**config.mk**
```make
export PLATFORM = sky130hd
export DESIGN_NAME = sbus_frame_decoder_core_flat
export DESIGN_NICKNAME = d
export VERILOG_FILES = /design/src/hw/rtl/sfd_pkg.sv /design/src/hw/rtl/sfd_in_if.sv /design/src/hw/rtl/sfd_out_if.sv /design/src/hw/rtl/sfd_byte_cell.sv /design/src/hw/rtl/sfd_unpack.sv /design/src/hw/rtl/sbus_frame_decoder_core.sv /design/src/flat_wrapper.sv
export SDC_FILE = /design/constraint.sdc
export NUM_CORES = 1
export LEC_CHECK = 0
export ABC_AREA = 1
export BUFFER_PORTS_ARGS = -buffer_cell sky130_fd_sc_hd__buf_2
export CAP_MARGIN = 10
export CORE_UTILIZATION = 35
export DETAILED_ROUTE_END_ITERATION = 10
export SETUP_SLACK_MARGIN = 0.4
export SLEW_MARGIN = 20
export SYNTH_ARGS = -nofsm -noshare
export SYNTH_HDL_FRONTEND = slang
export SYNTH_SLANG_ARGS = --single-unit
```
**constraint.sdc**
```tcl
create_clock -name clk -period 11.3 [get_ports clk]
set_clock_uncertainty 0.15 [all_clocks]
set_input_delay 0.565 -clock clk [delete_from_list [all_inputs] [get_ports clk]]
set_output_delay 0.565 -clock clk [all_outputs]
set_load 0.01 [all_outputs]
```
**src/hw/rtl/sfd_pkg.sv**
```systemverilog
// ----------------------------------------------------------------------------
// sfd_pkg
// Shared constants, types and the pulse-width mapping for the frame decoder.
// ----------------------------------------------------------------------------
package sfd_pkg;

	localparam int BODY_LEN  = 24;
	localparam int NUM_CH    = 16;
	localparam int RAW_W     = 11;
	localparam int ACC_W     = 18;   // up to 10 left-over bits plus one byte
	localparam int CNT_W     = 5;

	localparam logic [7:0] HDR_BYTE = 8'h0F;
	localparam logic [7:0] FOOT_A   = 8'h00;
	localparam logic [7:0] FOOT_B   = 8'h04;

	localparam logic [4:0] LAST_BODY = 5'd23;
	localparam logic [3:0] LAST_CH   = 4'd15;

	localparam logic [10:0] RAW_LO   = 11'd192;
	localparam logic [10:0] RAW_HI   = 11'd1792;
	localparam logic [10:0] PW_BASE  = 11'd1000;
	localparam logic [10:0] PW_TOP   = 11'd2000;

	typedef enum logic [2:0] {
		ST_HUNT    = 3'b001,
		ST_COLLECT = 3'b010,
		ST_DRAIN   = 3'b100
	} state_t;

	// status handed from the unpacker to the frame control
	typedef struct packed {
		logic busy;
		logic shift;
		logic done;
	} unpack_stat_t;

	function automatic logic [10:0] pulse_of(input logic [10:0] raw);
		logic [10:0] c;
		logic [10:0] d;
		logic [13:0] m;
		c = raw;
		if (c < RAW_LO) c = RAW_LO;
		if (c > RAW_HI) c = RAW_HI;
		d = c - RAW_LO;
		m = {3'b000, d} * 14'd5;
		return m[13:3] + PW_BASE;
	endfunction

endpackage

```
**src/hw/rtl/sfd_in_if.sv**
```systemverilog
// ----------------------------------------------------------------------------
// sfd_in_if
// Receive-byte channel: valid/ready handshake with one byte of payload.
// ----------------------------------------------------------------------------
interface sfd_in_if;
	logic       valid;
	logic       ready;
	logic [7:0] rx_byte;

	modport source (output valid, output rx_byte, input ready);
	modport sink   (input valid, input rx_byte, output ready);
endinterface

```
**src/hw/rtl/sfd_out_if.sv**
```systemverilog
// ----------------------------------------------------------------------------
// sfd_out_if
// Channel result channel: valid/ready handshake with one decoded channel.
// ----------------------------------------------------------------------------
interface sfd_out_if;
	logic        valid;
	logic        ready;
	logic [3:0]  channel_index;
	logic [10:0] raw_value;
	logic [10:0] pulse_width;
	logic        lost_flag;
	logic        failsafe;
	logic        last;

	modport source (output valid, output channel_index, output raw_value,
		output pulse_width, output lost_flag, output failsafe, output last,
		input ready);
	modport sink   (input valid, input channel_index, input raw_value,
		input pulse_width, input lost_flag, input failsafe, input last,
		output ready);
endinterface

```
**src/hw/rtl/sfd_byte_cell.sv**
```systemverilog
// ----------------------------------------------------------------------------
// sfd_byte_cell
// One byte of the frame chain: takes its neighbor's byte on each shift.
// ----------------------------------------------------------------------------
module sfd_byte_cell (
	input  logic       clk,
	input  logic       shift,
	input  logic [7:0] din,
	output logic [7:0] dout
);

	logic [7:0] byte_q;

	always_ff @(posedge clk) begin
		if (shift) begin
			byte_q <= din;
		end
	end

	assign dout = byte_q;

endmodule

```
**src/hw/rtl/sfd_unpack.sv**
```systemverilog
// ----------------------------------------------------------------------------
// sfd_unpack
// Bit accumulator at the head of the chain: pulls bytes, emits 11-bit channels.
// ----------------------------------------------------------------------------
module sfd_unpack (
	input  logic                  clk,
	input  logic                  arst_n,
	input  logic                  start,
	input  logic [7:0]            flags,
	input  logic [7:0]            head_byte,
	output sfd_pkg::unpack_stat_t stat,
	sfd_out_if.source             res
);

	logic [sfd_pkg::ACC_W-1:0] acc_q;
	logic [sfd_pkg::CNT_W-1:0] cnt_q;
	logic [3:0]                ch_q;
	logic                      busy_q;
	logic                      lost_q;
	logic                      fs_q;
	logic                      ov_q;

	logic [3:0]  och_q;
	logic [10:0] oraw_q;
	logic [10:0] opw_q;
	logic        olost_q;
	logic        ofs_q;
	logic        olast_q;

	logic have_bits;
	logic can_emit;
	logic load;
	logic [sfd_pkg::ACC_W-1:0] byte_ext;

	assign have_bits = cnt_q >= sfd_pkg::CNT_W'(sfd_pkg::RAW_W);
	assign can_emit  = busy_q && have_bits && (!ov_q || res.ready);
	assign load      = busy_q && !have_bits;
	assign byte_ext  = {{(sfd_pkg::ACC_W-8){1'b0}}, head_byte};

	always_ff @(posedge clk or negedge arst_n) begin
		if (!arst_n) begin
			busy_q <= 1'b0;
			ov_q   <= 1'b0;
			cnt_q  <= '0;
			ch_q   <= '0;
		end else begin
			if (start) begin
				busy_q <= 1'b1;
				cnt_q  <= '0;
				ch_q   <= '0;
			end else if (can_emit) begin
				cnt_q <= cnt_q - sfd_pkg::CNT_W'(sfd_pkg::RAW_W);
				ch_q  <= ch_q + 4'd1;
				if (ch_q == sfd_pkg::LAST_CH) begin
					busy_q <= 1'b0;
				end
			end else if (load) begin
				cnt_q <= cnt_q + 5'd8;
			end
			if (can_emit) begin
				ov_q <= 1'b1;
			end else if (res.ready) begin
				ov_q <= 1'b0;
			end
		end
	end

	always_ff @(posedge clk) begin
		if (start) begin
			acc_q  <= '0;
			lost_q <= flags[2];
			fs_q   <= flags[3];
		end else if (can_emit) begin
			acc_q <= acc_q >> sfd_pkg::RAW_W;
		end else if (load) begin
			acc_q <= acc_q | (byte_ext << cnt_q);
		end
		if (can_emit) begin
			och_q   <= ch_q;
			oraw_q  <= acc_q[10:0];
			opw_q   <= sfd_pkg::pulse_of(acc_q[10:0]);
			olost_q <= lost_q;
			ofs_q   <= fs_q;
			olast_q <= (ch_q == sfd_pkg::LAST_CH);
		end
	end

	assign stat.busy  = busy_q;
	assign stat.shift = load;
	assign stat.done  = can_emit && (ch_q == sfd_pkg::LAST_CH);

	assign res.valid         = ov_q;
	assign res.channel_index = och_q;
	assign res.raw_value     = oraw_q;
	assign res.pulse_width   = opw_q;
	assign res.lost_flag     = olost_q;
	assign res.failsafe      = ofs_q;
	assign res.last          = olast_q;

endmodule

```
**src/hw/rtl/sbus_frame_decoder_core.sv**
```systemverilog
// ----------------------------------------------------------------------------
// sbus_frame_decoder_core
// Hunts for the header, shifts the next 24 bytes (footer included) into a chain
// of byte cells, checks the footer and drains 16 channel items via the unpacker.
// ----------------------------------------------------------------------------
// Throughput: one rx byte per cycle while hunting or collecting a frame.
// After a good footer, rx ready drops for the drain: 16 items from 22 byte
// pulls from the chain; emits wait while the result side stalls. The first
// item follows once start sets the unpacker busy and it has pulled 11 bits.
// Reset: arst_n clears control to hunting; the byte chain holds no reset.
module sbus_frame_decoder_core (
	input  logic        clk,
	input  logic        arst_n,
	sfd_in_if.sink      rx_ch,
	sfd_out_if.source   res_ch
);

	sfd_pkg::state_t       state_q;
	logic [4:0]            count_q;
	sfd_pkg::unpack_stat_t stat;

	logic [7:0] chain [sfd_pkg::BODY_LEN+1];
	logic       rx_acc;
	logic       shift;
	logic       frame_end;
	logic       foot_ok;
	logic       start;

	assign rx_ch.ready = (state_q != sfd_pkg::ST_DRAIN);
	assign rx_acc      = rx_ch.valid && rx_ch.ready;
	assign frame_end   = rx_acc && (state_q == sfd_pkg::ST_COLLECT)
		&& (count_q == sfd_pkg::LAST_BODY);
	assign foot_ok     = (rx_ch.rx_byte == sfd_pkg::FOOT_A)
		|| (rx_ch.rx_byte == sfd_pkg::FOOT_B);
	assign start       = frame_end && foot_ok;
	assign shift       = (rx_acc && (state_q == sfd_pkg::ST_COLLECT)) || stat.shift;

	// bytes enter at the tail and walk toward the unpacker at cell 0
	assign chain[sfd_pkg::BODY_LEN] = rx_ch.rx_byte;

	for (genvar i = 0; i < sfd_pkg::BODY_LEN; i++) begin : g_cell
		sfd_byte_cell u_cell (
			.clk  (clk),
			.shift(shift),
			.din  (chain[i+1]),
			.dout (chain[i])
		);
	end

	always_ff @(posedge clk or negedge arst_n) begin
		if (!arst_n) begin
			state_q <= sfd_pkg::ST_HUNT;
			count_q <= '0;
		end else begin
			case (state_q)
				sfd_pkg::ST_HUNT: begin
					if (rx_acc && rx_ch.rx_byte == sfd_pkg::HDR_BYTE) begin
						state_q <= sfd_pkg::ST_COLLECT;
						count_q <= '0;
					end
				end
				sfd_pkg::ST_COLLECT: begin
					if (frame_end) begin
						count_q <= '0;
						state_q <= foot_ok ? sfd_pkg::ST_DRAIN : sfd_pkg::ST_HUNT;
					end else if (rx_acc) begin
						count_q <= count_q + 5'd1;
					end
				end
				sfd_pkg::ST_DRAIN: begin
					if (stat.done) begin
						state_q <= sfd_pkg::ST_HUNT;
					end
				end
				default: begin
					state_q <= sfd_pkg::ST_HUNT;
					count_q <= '0;
				end
			endcase
		end
	end

	// flags byte sits in the last cell until the footer shifts it down
	sfd_unpack u_unpack (
		.clk      (clk),
		.arst_n   (arst_n),
		.start    (start),
		.flags    (chain[sfd_pkg::BODY_LEN-1]),
		.head_byte(chain[0]),
		.stat     (stat),
		.res      (res_ch)
	);

	a_last_is_ch15: assert property (@(posedge clk) disable iff (!arst_n)
		res_ch.valid && res_ch.last |-> res_ch.channel_index == sfd_pkg::LAST_CH)
		else $error("last marker on a channel other than 15");

	a_pulse_range: assert property (@(posedge clk) disable iff (!arst_n)
		res_ch.valid |-> (res_ch.pulse_width >= sfd_pkg::PW_BASE)
			&& (res_ch.pulse_width <= sfd_pkg::PW_TOP))
		else $error("pulse width out of range");

	a_done_to_hunt: assert property (@(posedge clk) disable iff (!arst_n)
		stat.done |=> state_q == sfd_pkg::ST_HUNT)
		else $error("drain finished without returning to hunt");

	a_busy_in_drain: assert property (@(posedge clk) disable iff (!arst_n)
		stat.busy |-> state_q == sfd_pkg::ST_DRAIN)
		else $error("unpacker busy outside of drain");

endmodule
```
**src/flat_wrapper.sv**
```systemverilog
// flat-port wrapper written by rule: the top's interface ports become plain ports
module sbus_frame_decoder_core_flat 
  (clk, arst_n, rx_ch_valid, rx_ch_rx_byte, rx_ch_ready, res_ch_valid, res_ch_channel_index, res_ch_raw_value, res_ch_pulse_width, res_ch_lost_flag, res_ch_failsafe, res_ch_last, res_ch_ready);
  sfd_in_if rx_ch_i ();
  sfd_out_if res_ch_i ();
  input  logic clk;
  input  logic arst_n;
  input wire logic [$bits(rx_ch_i.valid)-1:0] rx_ch_valid;
  input wire logic [$bits(rx_ch_i.rx_byte)-1:0] rx_ch_rx_byte;
  output wire logic [$bits(rx_ch_i.ready)-1:0] rx_ch_ready;
  output wire logic [$bits(res_ch_i.valid)-1:0] res_ch_valid;
  output wire logic [$bits(res_ch_i.channel_index)-1:0] res_ch_channel_index;
  output wire logic [$bits(res_ch_i.raw_value)-1:0] res_ch_raw_value;
  output wire logic [$bits(res_ch_i.pulse_width)-1:0] res_ch_pulse_width;
  output wire logic [$bits(res_ch_i.lost_flag)-1:0] res_ch_lost_flag;
  output wire logic [$bits(res_ch_i.failsafe)-1:0] res_ch_failsafe;
  output wire logic [$bits(res_ch_i.last)-1:0] res_ch_last;
  input wire logic [$bits(res_ch_i.ready)-1:0] res_ch_ready;
  assign rx_ch_i.valid = rx_ch_valid;
  assign rx_ch_i.rx_byte = rx_ch_rx_byte;
  assign rx_ch_ready = rx_ch_i.ready;
  assign res_ch_valid = res_ch_i.valid;
  assign res_ch_channel_index = res_ch_i.channel_index;
  assign res_ch_raw_value = res_ch_i.raw_value;
  assign res_ch_pulse_width = res_ch_i.pulse_width;
  assign res_ch_lost_flag = res_ch_i.lost_flag;
  assign res_ch_failsafe = res_ch_i.failsafe;
  assign res_ch_last = res_ch_i.last;
  assign res_ch_i.ready = res_ch_ready;
  sbus_frame_decoder_core u_core (.clk(clk), .arst_n(arst_n), .rx_ch(rx_ch_i), .res_ch(res_ch_i));
endmodule
```
---- Word-level counts from Yosys, hierarchy flattened ----
Cells that the tools add are included.
storage, ports and cells
  flip-flop bits (word level) ............. 260
operators by class
  add/sub/neg operators ................... 6
  $mul .................................... 1
  magnitude comparators ................... 3
  equality and inequality tests ........... 12
  shifts and indexed selects .............. 1
  multiplexer cells ....................... 25
  bitwise logic cells ..................... 2
  reductions and logical operators ........ 24
operator list
  cell                      count
  $mux W11                  4
  $mux W5                   6
  $or A18 B18 Y18           1
  $shl A8 B5 Y18            1
  $pmux W5 S3               1
  $mul A11 B3 Y14 const B   1
  $mux W7                   2
  $mux W3                   4
  $add A11 B10 Y11 const B  1
  $gt A11 B11 Y1 const B    1
  $lt A11 B8 Y1 const B     1
  $sub A11 B8 Y11 const B   1
  $logic_and A1 B1 Y1       9
  $pmux W3 S3               1
  $eq A8 B3 Y1 const B      1
  $eq A8 B4 Y1 const B      1
  $logic_not A8 Y1          1
  $mux W4                   2
  $reduce_bool A2 Y1        4
  $ne A2 B1 Y1 const B      3
  $reduce_and A3 Y1         2
  $add A5 B1 Y5 const B     1
  $add A5 B4 Y5 const B     1
  $eq A5 B5 Y1 const B      1
  16 further kinds          23

---- Longest topological paths before layout ----
  depth in word-level cells ............... 10
  mapped depth ............................ 24
  gate-level depth less buffers ........... 24

---- Cells and area by module ----
A second synthesis with hierarchy kept.
unflattened totals
  cells, all modules ...................... 737
  area total of the unflattened synthesis .. 9,968.3 um2
by module, submodules not included
  module                   instances  cells an instance  area an instance (um2)
  sfd_byte_cell            24         8                  240.2
  sfd_unpack               1          459                3,614.7
  sbus_frame_decoder_core  1          86                 588.1

---- Least setup slack after synthesis ----
OpenSTA, ideal clock, no wires.
  kind .................................... flip-flop to flip-flop
  from .................................... register u_core.u_unpack.cnt_q[4] (netlist bit)
  to ...................................... register u_core.g_cell[0].u_cell.byte_q[0] (enable)
  arrival time ............................ 4,043 ps
  setup slack ............................. 5,568 ps
  cell stages (with the launch flop) ...... 6
  buffers on the path ..................... 0
  cell sequence ........................... dfrtp_1 -> inv_1 -> ha_1 -> nand2_2 -> nand4_4 -> nand2_1
on the way
  cells in the longest elaborated chain, start to end .. 4
RTL lines
  element                            RTL line                       source
  start: declaration                 sfd_unpack.sv:16               logic [sfd_pkg::CNT_W-1:0] cnt_q;
  start signal: assignment           sfd_unpack.sv:52               cnt_q <= cnt_q - sfd_pkg::CNT_W'(sfd_pkg::RAW_W);
  start signal: assignment           sfd_unpack.sv:58               cnt_q <= cnt_q + 5'd8;
  $ge A5 B4 Y1                       sfd_unpack.sv:35               assign have_bits = cnt_q >= sfd_pkg::CNT_W'(sfd_pkg::RAW_W);
  $logic_not A1 Y1                   sfd_unpack.sv:37               assign load = busy_q && !have_bits;
  $logic_and A1 B1 Y1                sfd_unpack.sv:37
  $logic_or A1 B1 Y1                 sbus_frame_decoder_core.sv:36  assign shift = (rx_acc && (state_q == sfd_pkg::ST_COLLECT)) || stat.shift;
  via u_core.g_cell[0].u_cell.shift  sfd_byte_cell.sv:7             input logic shift,
  end signal: assignment             sfd_byte_cell.sv:16            byte_q <= din;
  end: declaration                   sfd_byte_cell.sv:12            logic [7:0] byte_q;
The timed path passes the listed nets, and every way through them passes these cells.
A chain may end at the register's enable or synchronous reset.

---- Worst setup path after layout ----
  from .................................... register u_core.u_unpack.cnt_q[0] (netlist bit)
  to ...................................... register u_core.g_cell[22].u_cell.byte_q[6] (enable)
on the way
  cells in the longest elaborated chain, start to end .. 4
RTL lines
  element                            RTL line
  $ge A5 B4 Y1                       sfd_unpack.sv:35
  $logic_not A1 Y1                   sfd_unpack.sv:37
  $logic_and A1 B1 Y1                sfd_unpack.sv:37
  $logic_or A1 B1 Y1                 sbus_frame_decoder_core.sv:36
  via u_core.g_cell[0].u_cell.shift  sfd_byte_cell.sv:7
  end signal: assignment             sfd_byte_cell.sv:16
  end: declaration                   sfd_byte_cell.sv:12
The timed path passes the listed nets, and every way through them passes these cells.

==> flow_summary.json <==
{
  "status": "completed",
  "wl_per_cell_um": 12.6,
  "initial_core_util": 0.360,
  "yosys-top-cells-count": "edfxtp_1, nand2_1, inv_1",
  "syn_area_um2": 9820,
  "path_max_fanout": 88,
  "finalSetupTns_ns": 0,
  "ir_drop_v": 0.000110,
  "grt_pass1_vias": 4894,
  "synth_top_area_frac": 0.682,
  "period_needed_ns": 3.88,
  "ys_seq_area_frac": 0.767,
  "wl_mm": 14.7,
  "grt_first_pass_wirelength_mm": 24.4,
  "drtIter0Drc": 400,
  "cts_tree": "built",
  "synth-edff-count": 223,
  "fp.dieW_um": 170,
  "yosys_warnings": 0,
  "clock_latency_ns": 0.53,
  "via_per_inst": 4.45,
  "overflow": 0,
  "finalCritPeriodShare": 0.343,
  "rows": 60,
  "die_height_um": 170,
  "synth.distinct_cells": 43,
  "critical_path.startpoint_type": "flop",
  "cts_setup_buffers": 0,
  "final_hold_viol_count": 0,
  "async_flop_share": 0.0731,
  "first_pass_iters": 5,
  "numCtsBuffers": 26,
  "r2r-start": "u_core.u_unpack.cnt_q[0]",
  "avgSynthCellArea_um2": 13.9,
  "cap_violations": 0,
  "drcViolationCount": 0,
  "die_area_um2": 28700,
  "ys.flop_type": "edfxtp_1",
  "cts_buffer_depth": 3,
  "io_pins": 43,
  "synth_nets": 740,
  "hold_start": "rx_ch_rx_byte[7]",
  "grt_max_degree": 89,
  "fillers": 2464,
  "p_leak_nw": 4.25,
  "portBuffers": 42,
  "cts.sinks": 260,
  "grt.total_usage": 0.106,
  "cp.required_ns": 11.30,
  "core_area_um2": 27300,
  "synthCells": 705,
  "rsz0062_at_grt": "no",
  "cts.clk_slew.worst_paths_ns": 0.06,
  "dp_hpwl_mm": 9.11,
  "crit_type": "reg -> reg",
  "power.density_nw_per_um2": 182,
  "worstMarginPinSlew_ns": 1.03,
  "end_kind": "flop",
  "yosysMostFrequentCell": "edfxtp_1",
  "vias": 5175,
  "cts_max_level": 1,
  "slew_headroom": 0.315,
  "synth-seq-cells": 260,
  "drv_slew": 0,
  "place.gp.congestion": 0.877,
  "yosysTopAreaCell": "edfxtp_1",
  "clock_tree.root_cell": "clkbuf_16",
  "power.total_mw": 2.06,
  "finalSetupViolCount": 0,
  "cts_resized": 0,
  "final_layout_size_suffix_gt1_frac": 0.136,
  "fmax_mhz": 258,
  "ant_nets": 0,
  "cts_hold_buf": 1,
  "synth.area.top_cells": "edfxtp_1, nand2_1, dfrtp_1",
  "crit_start": "u_core.u_unpack.cnt_q[0]",
  "crit_arrival_ns": 3.88,
  "area_delta_synth_final_pct": 14.9,
  "holdCritPathClass": "in -> reg",
  "grt_antenna_before_repair": 0,
  "fin_nets": 804
}
-- per-layer routing --
layer,global-route usage,vias up,wire [um]
met2,0.147,106,5930
li1,-,2601,-
met5,0,-,0
met1,0.161,2439,7740
met3,0.0226,29,607
met4,0.0396,0,406
-- worst paths after layout --
check	endpoint	slack (ns)	depth (start not counted)
worst min register to register	u_core.g_cell[9].u_cell.dout[0]	0.26	0
worst max register to register	u_core.g_cell[22].u_cell.dout[6]	7.42	6
worst max-delay path	u_core.g_cell[22].u_cell.dout[6]	7.42	6
max in group asynchronous	u_core.u_unpack.cnt_q[1]	10.25	2
worst min-delay path	u_core.g_cell[23].u_cell.dout[7]	0.07	1
min in group asynchronous	u_core.state_q[2]	0.39	2
-- report_power, final --
part | total, mW | internal (mW) | switching [mW]
logic | 0.0858 | 0.0165 | 0.0692
registers | 1.17 | 1.15 | 0.0231
clock network | 0.795 | 0.449 | 0.346
-- cell families (layout without fill, tap and decap cells) --
family,Yosys count,count (layout),share of synthesized area
xor+xnor,14,14,0.0125
flops,260,260,0.767
other cells,0,1,0
compound gates,67,67,0.0372
fa+ha+maj,23,23,0.0301
simple gates,262,262,0.121
buf+inv,79,163,0.0327
-- flip-flops by register name, summed over array words and instances (netlist names) --
name	count
u_core.u_unpack.cnt_q	5
u_core.state_q	3
u_core.u_unpack.lost_q	1
u_core.u_unpack.ch_q	4
u_core.u_unpack.res.failsafe	1
u_core.u_unpack.res.last	1
u_core.u_unpack.res.lost_flag	1
u_core.u_unpack.res.channel_index	4
u_core.g_cell.u_cell.dout	192
u_core.u_unpack.acc_q	18
u_core.u_unpack.res.pulse_width	11
u_core.u_unpack.fs_q	1
u_core.u_unpack.res.valid	1
u_core.count_q	5
u_core.u_unpack.busy_q	1
u_core.u_unpack.res.raw_value	11
-- layout make-up --
type                            instances  area, um2  share of cell area
Antenna cell                            1       2.50            0.000222
Clock buffer                           32        673              0.0597
Clock inverter                         16        131              0.0116
Sequential cell                       260       7530               0.668
Timing Repair Buffer                   46        243              0.0215
Inverter                               69        259              0.0230
Tap cell                              372        465              0.0413
Multi-Input combinational cell        366       1970               0.175
-- through the flow --
stage | setup WS, ns | hold WS, ns | utilization | area (um2) | instances
final | 7.42 | 0.0742 | 0.414 | 11300 | 1162
after CTS | 7.36 | 0.0480 | 0.414 | 11300 | 1161
after global routing | 7.07 | 0.0558 | 0.414 | 11300 | 1161
after floorplan | 5.57 | 0.119 | - | 9820 | 705
after global placement | 7.48 | 0.250 | 0.384 | 10500 | 1112
after detailed placement | 7.36 | 0.255 | 0.384 | 10500 | 1112
-- critical path: stages, from the launching register on --
cell and delay (ns):
dfrtp_1 0.49, ha_1 0.30, nand3_1 0.19, nand4_4 0.22
nand2_4 0.28, buf_4 0.84, buf_4 0.94
-- cells in the final DEF, fill, tap and decap left out, types with 3 or more instances in the layout --
cell type / instances
a21oi_1: 17
o21ai_1: 7
nand3b_1: 5
nand2_1: 150
clkbuf_1: 6
nor2_1: 32
xnor2_1: 3
clkbuf_16: 26
nor3_1: 9
nand4_1: 9
nand3_2: 4
inv_1: 63
buf_4: 3
nand2_2: 5
clkinv_1: 8
dfrtp_1: 18
o21ai_0: 34
dfxtp_1: 18
nand3_1: 34
xor2_1: 11
clkinvlp_4: 4
ha_1: 22
edfxtp_1: 223
buf_2: 42
o211ai_1: 3
inv_2: 5
clkinv_2: 3
(Power assumes the default switching activity.)
